`src/rtl/fat_pkg.sv`:
```
// ============================================================================
// fat_pkg: shared types and constants of the block allocation table manager
// Field widths, operation and status codes, link tags and sequencer states.
// ============================================================================
`default_nettype none

package fat_pkg;

    // Fixed field widths.
    localparam int MODE_W    = 2;
    localparam int LEN_W     = 13;
    localparam int BLK_W     = 6;
    localparam int STAT_W    = 2;
    localparam int TAG_W     = 2;
    localparam int S_TDATA_W = 24;
    localparam int M_TDATA_W = 8;

    // Defaults for the top level parameters.
    localparam int NUM_BLOCKS_DEF  = 64;
    localparam int BLOCK_BYTES_DEF = 64;

    // Operation codes.
    localparam logic [MODE_W-1:0] MODE_ALLOC  = 2'd0;
    localparam logic [MODE_W-1:0] MODE_WALK   = 2'd1;
    localparam logic [MODE_W-1:0] MODE_FREE   = 2'd2;
    localparam logic [MODE_W-1:0] MODE_UNUSED = 2'd3;

    // Result status codes.
    localparam logic [STAT_W-1:0] STAT_OK         = 2'd0;
    localparam logic [STAT_W-1:0] STAT_NO_SPACE   = 2'd1;
    localparam logic [STAT_W-1:0] STAT_START_FREE = 2'd2;
    localparam logic [STAT_W-1:0] STAT_TOO_LONG   = 2'd3;

    // Link tags kept in the table.
    localparam logic [TAG_W-1:0] TAG_FREE = 2'd0;
    localparam logic [TAG_W-1:0] TAG_LINK = 2'd1;
    localparam logic [TAG_W-1:0] TAG_END  = 2'd2;

    typedef enum logic [2:0] {
        ST_IDLE,
        ST_NEED,
        ST_SCAN1,
        ST_SCAN2,
        ST_CH_RD,
        ST_CH_TAG,
        ST_EMIT
    } fat_state_t;

endpackage

`default_nettype wire

```
`src/rtl/fat_ram.sv`:
```
// ============================================================================
// fat_ram: generic single-port-write, single-port-read RAM
// One write and one registered read per cycle.
// ============================================================================
`default_nettype none

module fat_ram #(
    parameter int WIDTH = 8,
    parameter int DEPTH = 64
) (
    input  wire logic                     clk,
    input  wire logic                     we,
    input  wire logic [$clog2(DEPTH)-1:0] waddr,
    input  wire logic [WIDTH-1:0]         wdata,
    input  wire logic                     re,
    input  wire logic [$clog2(DEPTH)-1:0] raddr,
    output logic      [WIDTH-1:0]         rdata
);

    logic [WIDTH-1:0] mem [DEPTH];

    always_ff @(posedge clk)
    begin
        if (we)
        begin
            mem[waddr] <= wdata;
        end
        if (re)
        begin
            rdata <= mem[raddr];
        end
    end

endmodule

`default_nettype wire

```
`src/rtl/fat_chain_block_manager.sv`:
```
// ============================================================================
// fat_chain_block_manager: chained block allocation table manager
// Allocates, walks and frees chains of blocks kept as per-block links.
// ============================================================================
// One command is taken at a time and the block stays busy until its last
// result transfer completes. Allocate first sizes the request as
// ceil(byte_length / BLOCK_BYTES) blocks, at least one, with one shared add
// and compare, then counts free blocks and then links them, one table entry
// per cycle while no result waits on the output. Walk and free traverse the
// chain twice (once to check that it ends, once to emit), visiting each
// block through a read state and a tag state because the link table is read
// through its registered RAM port. The free-block flags reset at once, so no
// clearing pass is needed.
`default_nettype none

module fat_chain_block_manager
    import fat_pkg::*;
#(
    parameter int NUM_BLOCKS  = NUM_BLOCKS_DEF,
    parameter int BLOCK_BYTES = BLOCK_BYTES_DEF
) (
    input  wire logic                 clk,
    input  wire logic                 rst_n,
    input  wire logic                 s_tvalid,
    output logic                      s_tready,
    input  wire logic [S_TDATA_W-1:0] s_tdata,  // byte_length[12:0], start_block[18:13]
    input  wire logic [MODE_W-1:0]    s_tuser,  // mode[1:0]
    output logic                      m_tvalid,
    input  wire logic                 m_tready,
    output logic      [M_TDATA_W-1:0] m_tdata,  // block_index[5:0]
    output logic      [STAT_W-1:0]    m_tuser,  // status[1:0]
    output logic                      m_tlast
);

    localparam int AW       = $clog2(NUM_BLOCKS);
    localparam int CNT_W    = $clog2(NUM_BLOCKS + 1);
    localparam int ACC_BITS = $clog2(NUM_BLOCKS * BLOCK_BYTES + 1);
    localparam int CMP_W    = (ACC_BITS > LEN_W) ? ACC_BITS : LEN_W;
    localparam logic [CNT_W-1:0] NB_CNT = CNT_W'(NUM_BLOCKS);
    localparam logic [BLK_W:0]   NB_EXT = (BLK_W + 1)'(NUM_BLOCKS);
    localparam logic [CMP_W-1:0] BB_ACC = CMP_W'(BLOCK_BYTES);

    fat_state_t state_reg, state_next;
    fat_state_t ret_reg, ret_next;

    logic [MODE_W-1:0] mode_reg, mode_next;
    logic [LEN_W-1:0]  len_reg, len_next;
    logic [BLK_W-1:0]  start_reg, start_next;
    logic [CMP_W-1:0]  acc_reg, acc_next;
    logic [CNT_W-1:0]  need_reg, need_next;
    logic [CNT_W-1:0]  found_reg, found_next;
    logic [CNT_W-1:0]  idx_reg, idx_next;
    logic [CNT_W-1:0]  count_reg, count_next;
    logic [BLK_W-1:0]  cur_reg, cur_next;
    logic [BLK_W-1:0]  prev_reg, prev_next;
    logic              have_prev_reg, have_prev_next;
    logic              pass2_reg, pass2_next;
    logic              vld_rd_reg, vld_rd_next;

    logic              out_valid_reg, out_valid_next;
    logic [STAT_W-1:0] out_status_reg, out_status_next;
    logic [BLK_W-1:0]  out_block_reg, out_block_next;
    logic              out_last_reg, out_last_next;

    // A block is in use exactly while its flag is set.
    logic [NUM_BLOCKS-1:0] valid_reg;
    logic                  set_en, clr_en;
    logic [AW-1:0]         set_idx, clr_idx;

    logic              tag_we, link_we, rd_en;
    logic [AW-1:0]     tag_waddr, link_waddr;
    logic [TAG_W-1:0]  tag_wdata, tag_rdata;
    logic [BLK_W-1:0]  link_wdata, link_rdata;

    logic              scan_free;
    logic              alloc_last;
    logic [BLK_W-1:0]  scan_blk;

    fat_ram #(
        .WIDTH (TAG_W),
        .DEPTH (NUM_BLOCKS)
    ) u_tag_ram (
        .clk   (clk),
        .we    (tag_we),
        .waddr (tag_waddr),
        .wdata (tag_wdata),
        .re    (rd_en),
        .raddr (cur_reg[AW-1:0]),
        .rdata (tag_rdata)
    );

    fat_ram #(
        .WIDTH (BLK_W),
        .DEPTH (NUM_BLOCKS)
    ) u_link_ram (
        .clk   (clk),
        .we    (link_we),
        .waddr (link_waddr),
        .wdata (link_wdata),
        .re    (rd_en),
        .raddr (cur_reg[AW-1:0]),
        .rdata (link_rdata)
    );

    assign scan_free  = !valid_reg[idx_reg[AW-1:0]];
    assign alloc_last = (CNT_W'(found_reg + 1'b1) == need_reg);
    assign scan_blk   = BLK_W'(idx_reg);

    always_comb
    begin
        state_next      = state_reg;
        ret_next        = ret_reg;
        mode_next       = mode_reg;
        len_next        = len_reg;
        start_next      = start_reg;
        acc_next        = acc_reg;
        need_next       = need_reg;
        found_next      = found_reg;
        idx_next        = idx_reg;
        count_next      = count_reg;
        cur_next        = cur_reg;
        prev_next       = prev_reg;
        have_prev_next  = have_prev_reg;
        pass2_next      = pass2_reg;
        vld_rd_next     = vld_rd_reg;
        out_valid_next  = out_valid_reg;
        out_status_next = out_status_reg;
        out_block_next  = out_block_reg;
        out_last_next   = out_last_reg;
        set_en          = 1'b0;
        set_idx         = idx_reg[AW-1:0];
        clr_en          = 1'b0;
        clr_idx         = prev_reg[AW-1:0];
        tag_we          = 1'b0;
        tag_waddr       = idx_reg[AW-1:0];
        tag_wdata       = TAG_END;
        link_we         = 1'b0;
        link_waddr      = prev_reg[AW-1:0];
        link_wdata      = scan_blk;
        rd_en           = 1'b0;

        case (state_reg)
            ST_IDLE:
            begin
                if (s_tvalid)
                begin
                    mode_next      = s_tuser;
                    len_next       = s_tdata[LEN_W-1:0];
                    start_next     = s_tdata[LEN_W+BLK_W-1:LEN_W];
                    cur_next       = s_tdata[LEN_W+BLK_W-1:LEN_W];
                    acc_next       = BB_ACC;
                    need_next      = CNT_W'(1);
                    count_next     = '0;
                    have_prev_next = 1'b0;
                    pass2_next     = 1'b0;
                    if (s_tuser == MODE_ALLOC)
                    begin
                        state_next = ST_NEED;
                    end
                    else if (s_tuser inside {MODE_WALK, MODE_FREE})
                    begin
                        state_next = ST_CH_RD;
                    end
                end
            end

            // Smallest block count whose capacity covers the length.
            ST_NEED:
            begin
                if (acc_reg >= CMP_W'(len_reg))
                begin
                    idx_next   = '0;
                    found_next = '0;
                    state_next = ST_SCAN1;
                end
                else if (need_reg == NB_CNT)
                begin
                    out_valid_next  = 1'b1;
                    out_status_next = STAT_NO_SPACE;
                    out_block_next  = '0;
                    out_last_next   = 1'b1;
                    ret_next        = ST_IDLE;
                    state_next      = ST_EMIT;
                end
                else
                begin
                    need_next = CNT_W'(need_reg + 1'b1);
                    acc_next  = CMP_W'(acc_reg + BB_ACC);
                end
            end

            // First pass only counts free blocks so that a failed request
            // leaves the table untouched.
            ST_SCAN1:
            begin
                if (idx_reg == NB_CNT)
                begin
                    out_valid_next  = 1'b1;
                    out_status_next = STAT_NO_SPACE;
                    out_block_next  = '0;
                    out_last_next   = 1'b1;
                    ret_next        = ST_IDLE;
                    state_next      = ST_EMIT;
                end
                else if (scan_free && alloc_last)
                begin
                    idx_next       = '0;
                    found_next     = '0;
                    have_prev_next = 1'b0;
                    state_next     = ST_SCAN2;
                end
                else
                begin
                    if (scan_free)
                    begin
                        found_next = CNT_W'(found_reg + 1'b1);
                    end
                    idx_next = CNT_W'(idx_reg + 1'b1);
                end
            end

            ST_SCAN2:
            begin
                idx_next = CNT_W'(idx_reg + 1'b1);
                if (scan_free)
                begin
                    tag_we          = 1'b1;
                    tag_wdata       = alloc_last ? TAG_END : TAG_LINK;
                    link_we         = have_prev_reg;
                    set_en          = 1'b1;
                    prev_next       = scan_blk;
                    have_prev_next  = 1'b1;
                    found_next      = CNT_W'(found_reg + 1'b1);
                    out_valid_next  = 1'b1;
                    out_status_next = STAT_OK;
                    out_block_next  = scan_blk;
                    out_last_next   = alloc_last;
                    ret_next        = alloc_last ? ST_IDLE : ST_SCAN2;
                    state_next      = ST_EMIT;
                end
            end

            ST_CH_RD:
            begin
                rd_en       = 1'b1;
                vld_rd_next = ({1'b0, cur_reg} < NB_EXT) && valid_reg[cur_reg[AW-1:0]];
                state_next  = ST_CH_TAG;
            end

            // The candidate block's tag and link are on the RAM outputs.
            // A pending previous block is resolved first: it is the last
            // one when the candidate turns out to be free.
            ST_CH_TAG:
            begin
                if (!vld_rd_reg)
                begin
                    if (!have_prev_reg)
                    begin
                        out_valid_next  = 1'b1;
                        out_status_next = STAT_START_FREE;
                        out_block_next  = start_reg;
                        out_last_next   = 1'b1;
                        ret_next        = ST_IDLE;
                        state_next      = ST_EMIT;
                    end
                    else if (!pass2_reg)
                    begin
                        cur_next       = start_reg;
                        count_next     = '0;
                        have_prev_next = 1'b0;
                        pass2_next     = 1'b1;
                        state_next     = ST_CH_RD;
                    end
                    else
                    begin
                        clr_en          = (mode_reg == MODE_FREE);
                        out_valid_next  = 1'b1;
                        out_status_next = STAT_OK;
                        out_block_next  = prev_reg;
                        out_last_next   = 1'b1;
                        ret_next        = ST_IDLE;
                        state_next      = ST_EMIT;
                    end
                end
                else if (have_prev_reg)
                begin
                    have_prev_next = 1'b0;
                    if (pass2_reg)
                    begin
                        clr_en          = (mode_reg == MODE_FREE);
                        out_valid_next  = 1'b1;
                        out_status_next = STAT_OK;
                        out_block_next  = prev_reg;
                        out_last_next   = 1'b0;
                        ret_next        = ST_CH_TAG;
                        state_next      = ST_EMIT;
                    end
                end
                else if (count_reg == NB_CNT)
                begin
                    out_valid_next  = 1'b1;
                    out_status_next = STAT_TOO_LONG;
                    out_block_next  = start_reg;
                    out_last_next   = 1'b1;
                    ret_next        = ST_IDLE;
                    state_next      = ST_EMIT;
                end
                else
                begin
                    count_next = CNT_W'(count_reg + 1'b1);
                    if (tag_rdata != TAG_LINK || {1'b0, link_rdata} >= NB_EXT)
                    begin
                        if (!pass2_reg)
                        begin
                            cur_next       = start_reg;
                            count_next     = '0;
                            have_prev_next = 1'b0;
                            pass2_next     = 1'b1;
                            state_next     = ST_CH_RD;
                        end
                        else
                        begin
                            clr_en          = (mode_reg == MODE_FREE);
                            clr_idx         = cur_reg[AW-1:0];
                            out_valid_next  = 1'b1;
                            out_status_next = STAT_OK;
                            out_block_next  = cur_reg;
                            out_last_next   = 1'b1;
                            ret_next        = ST_IDLE;
                            state_next      = ST_EMIT;
                        end
                    end
                    else
                    begin
                        prev_next      = cur_reg;
                        have_prev_next = 1'b1;
                        cur_next       = link_rdata;
                        state_next     = ST_CH_RD;
                    end
                end
            end

            ST_EMIT:
            begin
                if (m_tready)
                begin
                    out_valid_next = 1'b0;
                    state_next     = ret_reg;
                end
            end

            default:
            begin
                state_next = ST_IDLE;
            end
        endcase
    end

    always_ff @(posedge clk or negedge rst_n)
    begin
        if (!rst_n)
        begin
            state_reg     <= ST_IDLE;
            ret_reg       <= ST_IDLE;
            out_valid_reg <= 1'b0;
            valid_reg     <= '0;
        end
        else
        begin
            state_reg     <= state_next;
            ret_reg       <= ret_next;
            out_valid_reg <= out_valid_next;
            if (set_en)
            begin
                valid_reg[set_idx] <= 1'b1;
            end
            if (clr_en)
            begin
                valid_reg[clr_idx] <= 1'b0;
            end
        end
    end

    always_ff @(posedge clk)
    begin
        mode_reg       <= mode_next;
        len_reg        <= len_next;
        start_reg      <= start_next;
        acc_reg        <= acc_next;
        need_reg       <= need_next;
        found_reg      <= found_next;
        idx_reg        <= idx_next;
        count_reg      <= count_next;
        cur_reg        <= cur_next;
        prev_reg       <= prev_next;
        have_prev_reg  <= have_prev_next;
        pass2_reg      <= pass2_next;
        vld_rd_reg     <= vld_rd_next;
        out_status_reg <= out_status_next;
        out_block_reg  <= out_block_next;
        out_last_reg   <= out_last_next;
    end

    assign s_tready = (state_reg == ST_IDLE);
    assign m_tvalid = out_valid_reg;
    assign m_tdata  = M_TDATA_W'(out_block_reg);
    assign m_tuser  = out_status_reg;
    assign m_tlast  = out_last_reg;

    // A new command is never taken while a result is still on offer.
    a_no_overlap: assert property (@(posedge clk) disable iff (!rst_n)
        !(s_tready && m_tvalid))
        else $error("command accepted while a result is pending");

    // Every error status is the single and final result of its command.
    a_error_last: assert property (@(posedge clk) disable iff (!rst_n)
        (m_tvalid && m_tuser != STAT_OK) |-> m_tlast)
        else $error("error status without last flag");

    // After a command transfer other than the unused mode, the block is busy in the next cycle.
    a_busy_after_accept: assert property (@(posedge clk) disable iff (!rst_n)
        (s_tvalid && s_tready && s_tuser != MODE_UNUSED) |=> !s_tready)
        else $error("ready right after a command transfer");

endmodule

`default_nettype wire

```
`config.mk`:
```
export PLATFORM = sky130hd
export DESIGN_NAME = fat_chain_block_manager
export DESIGN_NICKNAME = d
export VERILOG_FILES = /design/src/rtl/fat_pkg.sv /design/src/rtl/fat_ram.sv /design/src/rtl/fat_chain_block_manager.sv
export SDC_FILE = /design/constraint.sdc
export NUM_CORES = 1
export LEC_CHECK = 0
export BUFFER_PORTS_ARGS = -buffer_cell sky130_fd_sc_hd__buf_2
export CORE_ASPECT_RATIO = 1.1
export CORE_MARGIN = 2
export CORE_UTILIZATION = 55
export DETAILED_ROUTE_END_ITERATION = 6
export PLACE_DENSITY = 0.85
export REMOVE_ABC_BUFFERS = 1
export SLEW_MARGIN = 20
export SYNTH_ARGS = -nofsm -noshare
export SYNTH_HDL_FRONTEND = slang
export SYNTH_SLANG_ARGS = --single-unit
```
`constraint.sdc`:
```
create_clock -name clk -period 5 [get_ports clk]
set_input_delay 0.25 -clock clk [delete_from_list [all_inputs] [get_ports clk]]
set_output_delay 0.25 -clock clk [all_outputs]
set_load 0.05 [all_outputs]
```
# ---- Word level (Yosys, flattened, before mapping)
# Memory sizes are Yosys's and may differ from the RTL's. A register that Yosys moved wholly into a read port is not among the register bits.
# Index checks and enable logic that the tools add are counted.
dict set report word_totals {
  regBits 157
  latchBits 0
  ramBits 512
  rom_bits 0
  inputBits 30
  out_inout_bits 13
  word_cells 265
  mem_count 2
}
# memory words word_bits rd rd_clocked_by_memory_dff wr line_no
set mem_list {}
lappend mem_list {u_link_ram.mem 64 6 1 1 1 fat_ram.sv:20} ;# logic [WIDTH-1:0] mem [DEPTH];
lappend mem_list {u_tag_ram.mem 64 2 1 1 1 fat_ram.sv:20}
dict set report classes {
  addsub 5
  mul 0
  div 0
  n_lt_le_gt_ge 6
  n_eq_ne 39
  n_shift 0
  mux 163
  n_bitwise 3
  reduce_logical 27
}
# operator n
set op_table {}
lappend op_table {{$mux 6} 28}
lappend op_table {{$mux 64} 2}
lappend op_table {{$mux 7} 17}
lappend op_table {{$mux 3} 25}
lappend op_table {{$and 64x64->64} 1}
lappend op_table {{$not 64->64} 1}
lappend op_table {{$or 64x64->64} 1}
lappend op_table {{$mux 1} 53}
lappend op_table {{$pmux 7 s3} 2}
lappend op_table {{$mux 13} 3}
lappend op_table {{$mux 2} 16}
lappend op_table {{$add 7x1->7 const B} 4}
lappend op_table {{$ne 2x2->1 const B} 14}
lappend op_table {{$pmux 7 s2} 2}
lappend op_table {{$reduce_and 7->1} 4}
lappend op_table {{$pmux 13 s2} 1}
lappend op_table {{$pmux 6 s2} 2}
lappend op_table {{$pmux 6 s4} 1}
lappend op_table {{$reduce_and 6->1} 4}
lappend op_table {{$eq 7x7->1 const B} 3}
lappend op_table {{$lt 6x7->1 const B} 3}
lappend op_table {{$ne 3x3->1 const B} 7}
lappend op_table {{$pmux 3 s7} 1}
lappend op_table {{$add 13x7->13 const B} 1}
lappend op_table {{other kinds (31)} 47}

# ---- Longest topological paths before layout
dict set report depth {
  word_depth 13
  ltp_mapped 12
  ltp_nobuf 9
}

# ---- Modules after synthesis
# Synthesis repeated with hierarchy kept, for this count alone.
dict set report unflattened {
  cells_unflattened 1958
  area_unflattened_um2 29901.2
}
# mod instances cells_each area_each_um2 seq_area_each_um2
set modules_own_cells {}
lappend modules_own_cells {{fat_ram (u_link_ram)} 1 729 15265.9 11711.2}
lappend modules_own_cells {fat_chain_block_manager 1 914 9126.3 4179.0}
lappend modules_own_cells {{fat_ram (u_tag_ram)} 1 315 5509.0 3903.7}

# ---- Worst setup path before layout
# OpenSTA, ideal clock, no wires.
dict set report synth_path {
  path_kind {register -> register}
  start {register idx_reg[0]}
  end {memory u_tag_ram.mem[0][1] (netlist name), data pin}
  setup_time_ps 482
  arrival_ps 4882
  required_ps 4518
  slack_ps -364
  stages_incl_launch_ff 9
  n_path_buf 1
  period_less_slack_ps 5364
  cell_sequence {edfxtp_1 buf_2 mux4_2 mux2_2 o221a_1 a2111oi_2 and4_1 and3_1 inv_1}
}
dict set report synth_via {
  elab_chain_cells 4
}
# element line_no
set synth_rtl {}
lappend synth_rtl {{from (decl)} fat_chain_block_manager.sv:52} ;# logic [CNT_W-1:0] idx_reg, idx_next;
lappend synth_rtl {{from (signal assigned)} fat_chain_block_manager.sv:392} ;# idx_reg <= idx_next;
lappend synth_rtl {{$bmux 1 s6} fat_chain_block_manager.sv:105} ;# assign scan_free = !valid_reg[idx_reg[AW-1:0]];
lappend synth_rtl {{$mux 1 (implied by the code)} fat_chain_block_manager.sv:105}
lappend synth_rtl {{$mux 2} fat_chain_block_manager.sv:225} ;# if (scan_free)
lappend synth_rtl {{$mux 2} fat_chain_block_manager.sv:142} ;# case (state_reg)
lappend synth_rtl {{net tag_wdata[1]} fat_chain_block_manager.sv:72} ;# logic [TAG_W-1:0] tag_wdata, tag_rdata;
lappend synth_rtl {{to (decl)} fat_ram.sv:20}
# The timed path passes the listed nets, and every way through them passes these cells. The select of a mux whose other input is x is not followed.

# ---- Worst setup path in the final report
dict set report layout_path {
  start {register idx_reg[0]}
  end {memory u_link_ram.mem[44][0] (netlist name), enable pin}
}
dict set report layout_via {
  elab_chain_cells 6
}
# element line_no
set layout_rtl {}
lappend layout_rtl {{$bmux 1 s6} fat_chain_block_manager.sv:105}
lappend layout_rtl {{$mux 1 (implied by the code)} fat_chain_block_manager.sv:105}
lappend layout_rtl {{$mux 1} fat_chain_block_manager.sv:225}
lappend layout_rtl {{$mux 1} fat_chain_block_manager.sv:142}
lappend layout_rtl {{$mux 1} fat_ram.sv:24} ;# if (we)
lappend layout_rtl {{$mux 1 (implied by the code)} fat_ram.sv:26} ;# mem[waddr] <= wdata;
lappend layout_rtl {{to (decl)} fat_ram.sv:20}
# Every way passes these cells. The select of a mux whose other input is x is not followed.

==> results.py <==
metrics = {
    "worst_setup_path": {
        "crit_top_cell": "buf_4",
        "crit_fanout": 23,
        "crit_path_end_kind": "flop",
        "critPathLaunchType": "flop",
        "rr_startpoint": "idx_reg[0]",
        "startpoint": "idx_reg[0]",
        "r2r_slack_ns": 0.77,
        "required_ns": 5.25,
        "reg2reg_depth": 10,
        "cpMaxStageDelayCell": "nor2_1",
        "path_class": "flop to flop",
        "arrival_ns": 4.48,
        "reg2reg_to": "u_link_ram.mem[44][0]",
        "worst_path_largest_cell_delay_ns": 0.51,
        "path_cells": "buf_4 -> clkinv_1 -> a2111oi_0 -> nor4_1 -> a2111oi_2 -> and4_1 -> buf_4 -> nand3_1 -> buf_4 -> nor2_1",
    },
    "logic_synthesis": {
        "ys_warn_count": 0,
        "yosys-top-cells-count": "edfxtp_1, mux4_2, nand2_1, nor2_1, clkbuf_1",
        "synth_area_leader_cell": "edfxtp_1",
        "yosys-top-cells-area": "edfxtp_1, mux4_2, dfrtp_1, nand2_1, nor2_1",
        "ys_seq_area_frac": 0.673,
        "ys_seq_elements": 671,
        "syn_area_um2": 29400,
        "synthCells": 1818,
        "synthFlopType": "edfxtp_1",
        "synth_area_per_cell_um2": 16.2,
        "synth.most_common_cell": "edfxtp_1",
        "synth_top_area_frac": 0.613,
        "synth_edf_count": 600,
        "async_reset_ff_frac": 0.106,
        "synth.distinct_cells": 67,
    },
    "pwr": {
        "netSwitchingPower_uw": 5380,
        "switching_share": 0.323,
        "p_clk_frac": 0.273,
        "power_density_nw_per_um2": 505,
        "p_seq_frac": 0.426,
        "vdd_drop_max_uv": 300,
        "power_frac_comb": 0.301,
        "p_leak_uw": 0.0110,
        "p_int_uw": 11300,
    },
    "clock_network": {
        "clk_pin_slew_worst_paths_ns": 0.07,
        "worstSkewPairLatency_ns": 0.62,
        "cts_tree": "done",
        "cts-root-buf": "clkbuf_16",
        "hold_buffers": 22,
        "clock-sinks": 671,
        "ctsResizeCount": 0,
        "clk_path_buf_depth": 3,
        "htreeDepth": 2,
        "post_cts_buffers": 0,
        "numCtsBuffers": 57,
    },
    "detailed_routing": {
        "first_iter_violations": 3423,
        "route.detailed.drc": 2,
        "wirelength_mm": 77.0,
        "drt-wirelength-per-cell_um": 29.2,
        "num_vias": 18700,
        "vias_per_cell": 7.11,
        "drtAntennaViolNets": 0,
        "first_pass_iters": 7,
    },
    "grt": {
        "grt-ovfl-total": 0,
        "grt_use_total": 0.282,
        "grt_pass1_wl_mm": 117,
        "antenna_found_initial": 3,
        "grt_pass1_vias": 18900,
        "grt_max_degree": 76,
    },
    "final_layout": {
        "final_util": 0.626,
        "final_layout_size_suffix_gt1_frac": 0.229,
        "largest_register_ffs": 384,
        "final_nets": 1962,
        "syn2layout_area_growth_pct": 12.1,
    },
    "timing": {
        "setup-tns-final_ns": 0,
        "relSlewSlack": 0.273,
        "slew_viol_final": 0,
        "finClkSkew_ns": 0.0158,
        "rsz0062_at_grt": "false",
        "period_needed_ns": 4.23,
        "tightestPinTransition_ns": 1.09,
        "hold_viol": 0,
        "min_period_over_period": 0.845,
        "fmax_mhz": 237,
        "setup_viol": 0,
    },
    "worst_hold_path": {
        "min_path_type": "input pin to flop",
        "holdCritStartpoint": "m_tready",
        "whs_path_depth": 4,
        "holdPathEnd": "m_tvalid",
    },
    "die": {
        "ioPinCount": 43,
        "dieWidth_um": 224,
        "die_y_um": 247,
        "fp-row-count": 88,
        "initial_core_util": 0.559,
        "dieArea_um2": 55300,
        "coreArea_um2": 52600,
    },
    "job": {
        "cap_viol_max_count": 0,
    },
    "status": {
        "violations": "DRC",
        "status": "complete, but fails checks",
    },
    "placement": {
        "place_congestion": 0.945,
        "hpwlAfterDp_mm": 44.3,
        "port_buffers": 35,
    },
}
-- worst max-delay path: cells and delay by family, from the launching register on --
family          cells  cell delay (ns)
buf+inv             4             1.19
compound gates      2             0.85
flops               1             0.43
simple gates        4             1.37
-- worst max-delay path by stage --
stage | cells past startpoint | slack, ns | to
floorplan | 3 | -2.58 | u_link_ram.rdata[0]
global placement | 10 | 1.23 | u_link_ram.mem[10][4]
detailed placement | 8 | 1.06 | u_link_ram.mem[25][5]
CTS | 10 | 0.99 | u_link_ram.mem[44][0]
global route | 10 | 0.52 | u_link_ram.mem[44][0]
finish | 10 | 0.77 | u_link_ram.mem[44][0]
-- power by group through the flow --
stage	logic [µW]	registers [µW]	clock network, µW
2_1_floorplan	3040	7730	0
3_3_place_gp	4610	7170	0
3_5_place_dp	4750	7190	0
4_1_cts	4860	7080	4540
5_1_grt	5220	7110	4730
6_report	5010	7090	4540
-- stage by stage --
| stage | area, µm² | hold slack [ns] | instances | power (µW) | setup slack (ns) |
|---|---|---|---|---|---|
| final | 33000 | 0.0158 | 2636 | 16600 | 0.773 |
| after global routing | 33000 | 0.0442 | 2636 | 17100 | 0.521 |
| after CTS | 32900 | 0.0133 | 2634 | 16500 | 0.993 |
| after detailed placement | 30800 | 0.432 | 2509 | 11900 | 1.06 |
| after global placement | 30800 | 0.431 | 2509 | 11800 | 1.23 |
| after floorplan | 28900 | -0.0456 | 1692 | 10800 | -2.58 |
-- cell type report --
type | count | area [µm²]
antenna | 1 | 2.50
clock buffer | 75 | 1570
clock inverter | 28 | 320
fill | 3304 | 19700
inverter | 34 | 129
multi-input combinational | 987 | 9020
sequential | 671 | 19800
tap | 675 | 845
timing repair buffer | 165 | 1280
-- logic make-up (layout without fill, tap and decap cells) --
kind of cell               count (synthesis)  count (layout)  synth area share
and+or+nand+nor                          511             511            0.0820
xor gates and xnor gates                  27              27           0.00804
muxes                                    222             222             0.158
AOI/OAI and AO/OA                        209             209            0.0502
adders and majority gates                 16              16           0.00681
DFF                                      671             671             0.673
other                                      1               3          0.000128
buffers and inverters                    161             302            0.0213
-- layer usage --
layer / routed length (µm) / track usage / up-vias
li1: - / - / 7409
met5: 72 / 0.00717 / -
met3: 9030 / 0.0593 / 413
met1: 25700 / 0.353 / 9206
met4: 4660 / 0.144 / 6
met2: 37500 / 0.470 / 1698
-- layout by cell type, fill, tap and decap left out, drive strengths merged, types with 5 or more instances in the layout --
cell type / n
inv: 33
nand2: 161
clkbuf: 75
mux2: 8
mux4: 194
a211oi: 5
mux2i: 20
nand2b: 8
nand4: 29
a21oi: 27
nand3: 45
o21a: 20
nor3b: 8
xnor2: 12
clkinv: 21
nor2b: 12
ha: 16
buf: 143
dfrtp: 71
o21ai: 57
a32o: 10
and3: 23
o22ai: 5
or3: 5
dlygate4sd3: 22
nor3: 68
xor2: 15
o31ai: 7
and2: 7
o22a: 5
nor4: 9
nor2: 118
bufinv: 6
edfxtp: 600
a2bb2oi: 27
No activity file was read; power rests on OpenSTA's default activity.
